--- src/rtl/core/ptpc_div.sv ---
// pipelined restoring divider, one quotient bit per stage, with sideband
// standalone; used by pitot_tube_pressure_correction
`default_nettype none

module ptpc_div #(
  parameter int NUM_W  = 16,
  parameter int DIV_W  = 8,
  parameter int SIDE_W = 1
) (
  input  wire logic              clk,
  input  wire logic              rst,
  input  wire logic              en,
  input  wire logic              in_valid,
  input  wire logic [NUM_W-1:0]  in_num,
  input  wire logic [DIV_W-1:0]  in_div,
  input  wire logic [SIDE_W-1:0] in_side,
  output logic                   out_valid,
  output logic [NUM_W-1:0]       out_quo,
  output logic [SIDE_W-1:0]      out_side
);

  // numerator shifts out of the top while quotient bits shift in at the bottom
  logic [NUM_W-1:0]  nq   [1:NUM_W];
  logic [DIV_W-1:0]  rem  [1:NUM_W];
  logic [DIV_W-1:0]  dv   [1:NUM_W];
  logic [SIDE_W-1:0] side [1:NUM_W];
  logic              vld  [1:NUM_W];

  for (genvar k = 0; k < NUM_W; k++) begin : g_stage
    logic [NUM_W-1:0]  cur_nq;
    logic [DIV_W-1:0]  cur_rem;
    logic [DIV_W-1:0]  cur_dv;
    logic [SIDE_W-1:0] cur_side;
    logic              cur_vld;
    logic [DIV_W:0]    shifted;
    logic [DIV_W:0]    diff;
    logic              take;

    if (k == 0) begin : g_first
      assign cur_nq   = in_num;
      assign cur_rem  = '0;
      assign cur_dv   = in_div;
      assign cur_side = in_side;
      assign cur_vld  = in_valid;
    end else begin : g_next
      assign cur_nq   = nq[k];
      assign cur_rem  = rem[k];
      assign cur_dv   = dv[k];
      assign cur_side = side[k];
      assign cur_vld  = vld[k];
    end

    assign shifted = {cur_rem, cur_nq[NUM_W-1]};
    assign take    = shifted >= {1'b0, cur_dv};
    assign diff    = shifted - {1'b0, cur_dv};

    always_ff @(posedge clk) begin
      if (rst) begin
        vld[k+1] <= 1'b0;
      end else if (en) begin
        vld[k+1] <= cur_vld;
      end
      if (en) begin
        rem[k+1]  <= take ? diff[DIV_W-1:0] : shifted[DIV_W-1:0];
        nq[k+1]   <= {cur_nq[NUM_W-2:0], take};
        dv[k+1]   <= cur_dv;
        side[k+1] <= cur_side;
      end
    end
  end

  assign out_valid = vld[NUM_W];
  assign out_quo   = nq[NUM_W];
  assign out_side  = side[NUM_W];

endmodule

`default_nettype wire

--- config.mk ---
export PLATFORM = sky130hd
export DESIGN_NAME = ptpc_div
export DESIGN_NICKNAME = d
export VERILOG_FILES = /design/src/rtl/core/ptpc_div.sv
export SDC_FILE = /design/constraint.sdc
export NUM_CORES = 1
export LEC_CHECK = 0
export ABC_AREA = 1
export BUFFER_PORTS_ARGS = -buffer_cell sky130_fd_sc_hd__buf_2
export CORE_MARGIN = 1.5
export CORE_UTILIZATION = 63
export DETAILED_ROUTE_END_ITERATION = 10
export GPL_ROUTABILITY_DRIVEN = 0
export PLACE_DENSITY_LB_ADDON = 0.25
export SLEW_MARGIN = 15
export SYNTH_ARGS = -nofsm -noshare
export SYNTH_HDL_FRONTEND = slang
export SYNTH_SLANG_ARGS = --single-unit
export TNS_END_PERCENT = 1
--- constraint.sdc ---
create_clock -name clk -period 1.97 [get_ports clk]
set_input_delay 0.197 -clock clk [delete_from_list [all_inputs] [get_ports clk]]
set_output_delay 0.197 -clock clk [all_outputs]
set_load 0.01 [all_outputs]
==> impl_metrics.json <==
{
  "avgViaCountPerCell": 5.32,
  "setup_viol": 0,
  "grt_max_degree": 79,
  "routed_wl_um": 42400,
  "p_sw_share_pct": 33.1,
  "finalNonFillerCells": 2841,
  "finalMaxSlewViolations": 0,
  "holdPathEnd": "vld[0][2]",
  "p_total_mw": 36.2,
  "track_usage_pct": 21.6,
  "met3_usage_pct": 3.24,
  "dp_hpwl_um": 28800,
  "cp_max_fo": 9,
  "start_kind": "register",
  "start_util_pct": 63.9,
  "status": "finished, final reports clean",
  "combPwrFrac_pct": 31.2,
  "syn_area_um2": 24100,
  "power_density_nw_per_um2": 1310,
  "cts_sinks": 528,
  "yosysMostFrequentCell": "nand2_1",
  "drc": 0,
  "placed_cells": 2719,
  "synth_edf_count": 528,
  "htreeDepth": 2,
  "grt_first_pass_wirelength_um": 67900,
  "cts_buffers": 52,
  "r2r_start": "rem[0][30]",
  "tightest_slew_ns": 0.517,
  "crit_type": "reg -> reg",
  "io_buffers": 46,
  "p_int_mw": 24.2,
  "worst_ep_arrival_time_ns": 2.26,
  "nFillCells": 2476,
  "synth_top_area_cell": "edfxtp_1",
  "relSlewSlack_pct": 65.2,
  "synth_flop_cell": "edfxtp_1",
  "holdCritPathClass": "in -> reg",
  "dr.pass1.iters": 5,
  "ant_nets": 0,
  "synth_nets": 2293,
  "grt.busiest_layer": "met2",
  "pre_cts_ws_ns": -0.0911,
  "tritoncts": "done",
  "p_switching_mw": 12.0,
  "layout_setup_ws_ns": 0.0527,
  "ir_drop_uv": 797,
  "reg2reg_slack_ns": 0.05,
  "ys_ff_latch": 528,
  "avgSynthCellArea_um2": 11.3,
  "cp-end-kind": "register",
  "synth.area.top_cells": "edfxtp_1, nand2_1, ha_1",
  "rows": 71,
  "drive_gt1_share_pct": 10.6,
  "syn_inst": 2128,
  "period_share_pct": 97.3,
  "core-area_um2": 37700,
  "grt_util_met1_pct": 26.8,
  "cts-root-buf": "clkbuf_16",
  "grt_overflow": 0,
  "whs_path_depth": 2,
  "routed_wire_length_per_instance_um": 14.9,
  "period_needed_ns": 1.92,
  "diodes": 0,
  "final-seq-area_um2": 15900,
  "crit_required_ns": 2.31,
  "max_cap_violations": 0,
  "finClkSkew_ns": 0.0246,
  "yosys_warnings": 0,
  "finalHoldViolations": 0,
  "clkLatencyLatePin_ns": 0.60,
  "leakagePower_nw": 12.3,
  "clock_power_share_pct": 24.8,
  "die_w_um": 198,
  "synthArstFlopShare_pct": 0,
  "yosysSeqAreaShare_pct": 65.9,
  "drt_iter0_drc": 1053,
  "synth_common_cells": "nand2_1, edfxtp_1, inv_1, nand3_1, ha_1",
  "routed-via-count": 15100,
  "p_seq_share_pct": 43.9,
  "nNetsFinal": 2461,
  "fin_util_pct": 73.1,
  "path_clk_slew_ns": 0.06,
  "r2r_end": "rem[0][34]",
  "pin_count": 47,
  "grt_use_met2_pct": 37.2,
  "r2r_cells": 8,
  "cts_max_path_buffers": 3,
  "die_area_um2": 39400,
  "grt_pass1_vias": 14700,
  "multi_input_area_um2": 7190,
  "hp-start": "rst",
  "area_growth_pct": 14.5,
  "die_h_um": 198,
  "synthDistinctLibCells": 33,
  "antenna_found_initial": 0,
  "synth_top_area_share_pct": 65.9,
  "fmax_ghz": 0.522,
  "rsz0062_at_grt": "yes",
  "whs_ns": 0.249
}
## repair_timing
action / CTS / global route
setup buffers: 0 / 3
endpoints found under the setup margin: 29 / 112
pin swaps: 0 / 8
hold endpoints to repair: 42 / 0
hold buffers: 27 / 0
gates resized for setup: 6 / 56
cloned: 0 / 4
## placed cells by master, fill, tap and decap left out, types with 6 or more instances in the layout
cell type	count
nand2_1	596
nand4_1	19
edfxtp_1	528
ha_2	7
clkinv_2	8
nand3_1	208
nor2_1	91
dlygate4sd3_1	27
buf_12	11
clkbuf_1	6
nor3_1	10
nor2_2	8
clkbuf_16	52
fa_1	14
ha_1	102
clkinv_1	17
buf_2	45
inv_1	365
xor2_1	26
buf_4	29
nand2_4	23
nor3_2	9
a21oi_2	7
ha_4	13
xnor2_1	17
a21oi_1	46
nand2_2	14
## metrics by stage
| stage | TNS [ns] | cell area (um^2) |
|---|---|---|
| 3_3_place_gp | 0 | 25300 |
| 3_5_place_dp | -0.664 | 25300 |
| 6_report | 0 | 27500 |
| 5_1_grt | -0.579 | 27500 |
| 4_1_cts | 0 | 27200 |
| 2_1_floorplan | 0 | 24100 |
## worst max path at each step
stage	start	end
floorplan	rem[0][45]	rem[0][48]
global placement	rem[0][85]	rem[0][88]
detailed placement	rem[0][93]	rem[0][101]
CTS	rem[0][33]	rem[0][47]
global route	rem[0][101]	rem[0][104]
finish	rem[0][30]	rem[0][34]
## power by group through the flow
| stage | logic [mW] | clock network, mW | registers, mW |
|---|---|---|---|
| 5_1_grt | 12.8 | 9.63 | 16.0 |
| 3_3_place_gp | 10.0 | 0 | 16.0 |
| 3_5_place_dp | 10.5 | 0 | 16.0 |
| 4_1_cts | 10.7 | 9.23 | 15.8 |
| 2_1_floorplan | 8.10 | 0 | 15.6 |
| 6_report | 11.3 | 8.99 | 15.9 |
## cell families (layout without fill, tap and decap cells)
logic type / count (synthesis) / in the layout / synth area share, %
buffers and inverters: 369 / 567 / 5.82
adders and majority gates: 136 / 136 / 7.51
and+or+nand+nor: 993 / 994 / 17.9
DFF: 528 / 528 / 65.9
xor gates and xnor gates: 43 / 43 / 1.57
AOI/OAI and AO/OA: 59 / 62 / 1.35
## worst max-delay path, cell delays in order, from the launching register on
cell	delay (ns)
edfxtp_1	0.42
ha_1	0.36
inv_1	0.08
nor2_1	0.23
nand3_1	0.10
nor2_1	0.20
nor2_4	0.11
nand3_1	0.10
nand2_1	0.06
## registers in the layout, summed over array words and instances, names as in the netlist
| name | flops |
|---|---|
| dv | 120 |
| nq | 256 |
| rem | 120 |
| side | 16 |
| vld | 16 |
## cell type report
cell class                 count  area share (%)
clock buffer                  58            4.81
clock inverter                30           0.772
inverter                     366            4.99
multi-input combinational   1235            26.1
sequential                   528            57.6
tap                          511            2.32
timing repair buffer         113            3.44
## metal layers
metal  share of wire, %  up-vias
met1                 41     7048
met2                 51      466
met3                4.4      144
met5                  0        -
met4                4.3        0
li1                   -     7455
Power figures use the tool's default switching activity.
