<file path="config.mk">
export PLATFORM = sky130hd
export DESIGN_NAME = ptpc_sqrt
export DESIGN_NICKNAME = d
export VERILOG_FILES = /design/src/rtl/core/ptpc_sqrt.sv
export SDC_FILE = /design/constraint.sdc
export NUM_CORES = 1
export LEC_CHECK = 0
export BUFFER_PORTS_ARGS = -buffer_cell sky130_fd_sc_hd__buf_2
export CAP_MARGIN = 20
export CELL_PAD_IN_SITES_DETAIL_PLACEMENT = 1
export CELL_PAD_IN_SITES_GLOBAL_PLACEMENT = 2
export CORE_MARGIN = 3
export CORE_UTILIZATION = 48
export CTS_CLUSTER_SIZE = 14
export DETAILED_ROUTE_END_ITERATION = 6
export HOLD_SLACK_MARGIN = 0.15
export PLACE_DENSITY = 0.94
export SETUP_SLACK_MARGIN = 0.02
export SYNTH_ARGS = -nofsm -noshare
export SYNTH_HDL_FRONTEND = slang
export SYNTH_SLANG_ARGS = --single-unit
export TNS_END_PERCENT = 30
</file>
<file path="constraint.sdc">
create_clock -name clk -period 6.5 [get_ports clk]
set_input_delay 0 -clock clk [delete_from_list [all_inputs] [get_ports clk]]
set_output_delay 0 -clock clk [all_outputs]
set_load 0.02 [all_outputs]
</file>
<file path="src/rtl/core/ptpc_sqrt.sv">
// pipelined integer square root, one root bit per stage, with sideband
// standalone; used by pitot_tube_pressure_correction
`default_nettype none

module ptpc_sqrt #(
  parameter int ARG_W  = 16,
  parameter int SIDE_W = 1,
  parameter int ROOT_W = (ARG_W + 1) / 2
) (
  input  wire logic              clk,
  input  wire logic              rst,
  input  wire logic              en,
  input  wire logic              in_valid,
  input  wire logic [ARG_W-1:0]  in_arg,
  input  wire logic [SIDE_W-1:0] in_side,
  output logic                   out_valid,
  output logic [ROOT_W-1:0]      out_root,
  output logic [SIDE_W-1:0]      out_side
);

  localparam int VAL_W = 2 * ROOT_W;

  logic [VAL_W-1:0]  val  [1:ROOT_W];
  logic [ROOT_W:0]   rem  [1:ROOT_W];
  logic [ROOT_W-1:0] root [1:ROOT_W];
  logic [SIDE_W-1:0] side [1:ROOT_W];
  logic              vld  [1:ROOT_W];

  for (genvar k = 0; k < ROOT_W; k++) begin : g_stage
    logic [VAL_W-1:0]  cur_val;
    logic [ROOT_W:0]   cur_rem;
    logic [ROOT_W-1:0] cur_root;
    logic [SIDE_W-1:0] cur_side;
    logic              cur_vld;
    logic [ROOT_W+2:0] shifted;
    logic [ROOT_W+2:0] trial;
    logic              take;

    if (k == 0) begin : g_first
      assign cur_val  = VAL_W'(in_arg);
      assign cur_rem  = '0;
      assign cur_root = '0;
      assign cur_side = in_side;
      assign cur_vld  = in_valid;
    end else begin : g_next
      assign cur_val  = val[k];
      assign cur_rem  = rem[k];
      assign cur_root = root[k];
      assign cur_side = side[k];
      assign cur_vld  = vld[k];
    end

    // bring down the next two bits and try root*4 + 1
    assign shifted = {cur_rem, cur_val[VAL_W-1 -: 2]};
    assign trial   = {1'b0, cur_root, 2'b01};
    assign take    = shifted >= trial;

    always_ff @(posedge clk) begin
      if (rst) begin
        vld[k+1] <= 1'b0;
      end else if (en) begin
        vld[k+1] <= cur_vld;
      end
      if (en) begin
        rem[k+1]  <= take ? (ROOT_W+1)'(shifted - trial) : (ROOT_W+1)'(shifted);
        root[k+1] <= {cur_root[ROOT_W-2:0], take};
        val[k+1]  <= {cur_val[VAL_W-3:0], 2'b00};
        side[k+1] <= cur_side;
      end
    end
  end

  assign out_valid = vld[ROOT_W];
  assign out_root  = root[ROOT_W];
  assign out_side  = side[ROOT_W];

endmodule

`default_nettype wire

</file>
==> impl_metrics.env <==
export IMPL_status="complete, no violations"
export IMPL_yosysUniqueCellTypes=47
export IMPL_drcViolationCount=0
export IMPL_grt_util_met2=0.350
export IMPL_use_met1=0.168
export IMPL_wire_per_inst_microns=17.9
export IMPL_ys_flop_type="edfxtp_1"
export IMPL_dieWidth_microns=129
export IMPL_final_cell_mix="165 x edfxtp_1, 54 x inv_1, 41 x ha_1, 31 x o21ai_0, 29 x buf_2"
export IMPL_p_clk_frac=0.376
export IMPL_crit_arrival_ps=2800
export IMPL_nets=639
export IMPL_hold_depth=1
export IMPL_p_sw_uw=654
export IMPL_cts_sinks=165
export IMPL_gp_congestion=0.888
export IMPL_cp_startpoint="rem[0][27]"
export IMPL_start_util=0.495
export IMPL_hold_start="en"
export IMPL_criticalPathCategory="flip-flop to flip-flop"
export IMPL_grt_use_total=0.178
export IMPL_synth_nets=572
export IMPL_fin_util=0.575
export IMPL_seq_area_frac_synth=0.681
export IMPL_final_common_cell="edfxtp_1"
export IMPL_worst_slew_pin_slew_ps=965
export IMPL_grt_max_degree=95
export IMPL_tritoncts="done"
export IMPL_synthCells=510
export IMPL_clk_latency_ps=420
export IMPL_total_power_uw=2660
export IMPL_multiInputGateArea_sq_mm=0.00208
export IMPL_hold_viol=0
export IMPL_finalClockSkew_ps=8.90
export IMPL_hold_path_class="primary input to flip-flop"
export IMPL_rsz0062_at_grt="false"
export IMPL_drtPass1Iterations=4
export IMPL_num_vias=4209
export IMPL_clk_path_buf_depth=2
export IMPL_finalSetupTns_ps=0
export IMPL_n_fill_cell=1412
export IMPL_dieHeight_microns=129
export IMPL_synth_top_cell_area_share=0.681
export IMPL_cts_buffers=17
export IMPL_critPathRequiredTime_ps=6670
export IMPL_synthTopCellsByArea="edfxtp_1 68%, ha_1 7.1%, inv_1 2.8%"
export IMPL_rr_startpoint="rem[0][27]"
export IMPL_r2r_end="rem[0][38]"
export IMPL_clockRootBuffer="clkbuf_16"
export IMPL_diodes=0
export IMPL_p_leak_uw=0.00326
export IMPL_ys_ff_latch=165
export IMPL_drv_cap=0
export IMPL_slew_violations=0
export IMPL_post_cts_setup_buffers=0
export IMPL_seq_area_sq_mm=0.00495
export IMPL_ios=31
export IMPL_power_share_switching=0.246
export IMPL_synth_edff_count=165
export IMPL_clk_pin_slew_ps=60
export IMPL_wl_mm=13.9
export IMPL_fin_crit_sh=0.404
export IMPL_cp_max_fo=8
export IMPL_coreArea_sq_mm=0.0147
export IMPL_power_share_sequential=0.505
export IMPL_finalSetupViolCount=0
export IMPL_vias_per_cell=5.44
export IMPL_period_needed_ps=2630
export IMPL_slew_headroom=0.354
export IMPL_grtUsageMet3=0.0404
export IMPL_grt_pass1_vias=4650
export IMPL_syn_area_sq_mm=0.00728
export IMPL_place_hpwl_mm=9.22
export IMPL_portBuffers=30
export IMPL_ir_worst_vdd_mv=0.181
export IMPL_yosysWarningCount=0
export IMPL_grt_busiest_layer="met2"
export IMPL_p_per_area_mw_per_mm2=315
export IMPL_combPwrFrac=0.119
export IMPL_reg2reg_setup_slack_ps=3870
export IMPL_dieArea_sq_mm=0.0167
export IMPL_min_to="val[0][19]"
export IMPL_antenna_found_initial=0
export IMPL_startpoint_type="flip-flop"
export IMPL_drive_gt1_frac=0.137
export IMPL_drt_iter0_markers=208
export IMPL_final_antenna_net_count=0
export IMPL_r2r_cells=6
export IMPL_grt_pass1_wl_mm=22.7
export IMPL_worstSetupEndpointType="flip-flop"
export IMPL_max_freq_mhz=381
export IMPL_synthArstFlopShare=0
export IMPL_overflow=0
export IMPL_synth_area_leader_cell="edfxtp_1"
export IMPL_syn_to_final_growth_pct=16.1
export IMPL_htree_levels=4
export IMPL_rows=44
export IMPL_p_int_uw=2010
export IMPL_syn_area_per_cell_sq_um=14.3
==> worst max-delay path: stages, from the launching register on <==
cell	delay, ps
edfxtp_1	420
ha_1	400
o21a_1	160
o21a_1	220
o21ai_0	340
and3_1	490
mux2_4	340
==> logic make-up after synthesis <==
logic type | synth area share
flops | 0.681
buf+inv | 0.0328
mux | 0.0241
other cells | 0.000515
simple gates | 0.0812
compound gates | 0.0822
xor+xnor | 0.0277
fa+ha+maj | 0.0705
==> cell usage after synthesis (4+ instances only) <==
cell type	n
a21boi_0	4
o21a_1	12
xor2_1	12
and2_1	11
o31ai_1	7
inv_1	54
mux2_2	8
nand3_1	4
edfxtp_1	165
xnor2_1	11
nor2b_1	7
nand2b_1	4
a21oi_1	20
nor2_1	26
mux2i_1	4
nor3_1	10
ha_1	41
o21ai_0	31
nand2_1	27
==> registers in the layout (all words and copies together), names as in the netlist <==
register  count
vld           8
side          8
root         36
val          56
rem          57
==> how the worst max path moves through the flow <==
stage                            end  slack, ps  depth (start not counted)
after floorplan           rem[0][38]       4380                          7
after global placement    rem[0][49]       4150                          5
after detailed placement  rem[0][38]       3920                          6
after CTS                 rem[0][38]       3850                          6
after global routing      rem[0][38]       3750                          6
final                     rem[0][38]       3870                          6
==> power by group through the flow <==
stage	sequential (uW)	clock [uW]	combinational, uW
after floorplan	1350	0	212
after global placement	1360	0	279
after detailed placement	1370	0	303
after CTS	1340	1010	320
after global routing	1350	1060	357
final	1340	1000	317
==> metal layers <==
metal  share of wire  up-vias
met2            0.57       85
met3           0.025       43
met5               0        -
met4           0.039        0
li1                -     2017
met1            0.36     2064
==> stage by stage <==
stage                     instance area, sq um  hold slack [ps]  std cells  setup WS, ps
final                                     8450              131        774          3870
after global routing                      8450              204        774          3750
after CTS                                 8450              172        774          3850
after detailed placement                  7640              179        721          3920
after global placement                    7640              177        721          4150
after floorplan                           7280             98.9        510          4380
==> final cells by class <==
type,instances,share of cell area
Clock buffer,17,0.0504
Clock inverter,15,0.0200
Inverter,54,0.0240
Multi-Input combinational cell,286,0.247
Sequential cell,165,0.587
Tap cell,184,0.0273
Timing Repair Buffer,53,0.0452
==> timing repair <==
item | 4_1_cts | 5_1_grt
resized for setup | 0 | 0
hold buffers | 21 | 0
endpoints found under the hold margin | 34 | 0
No activity file was read; power rests on OpenSTA's default activity.
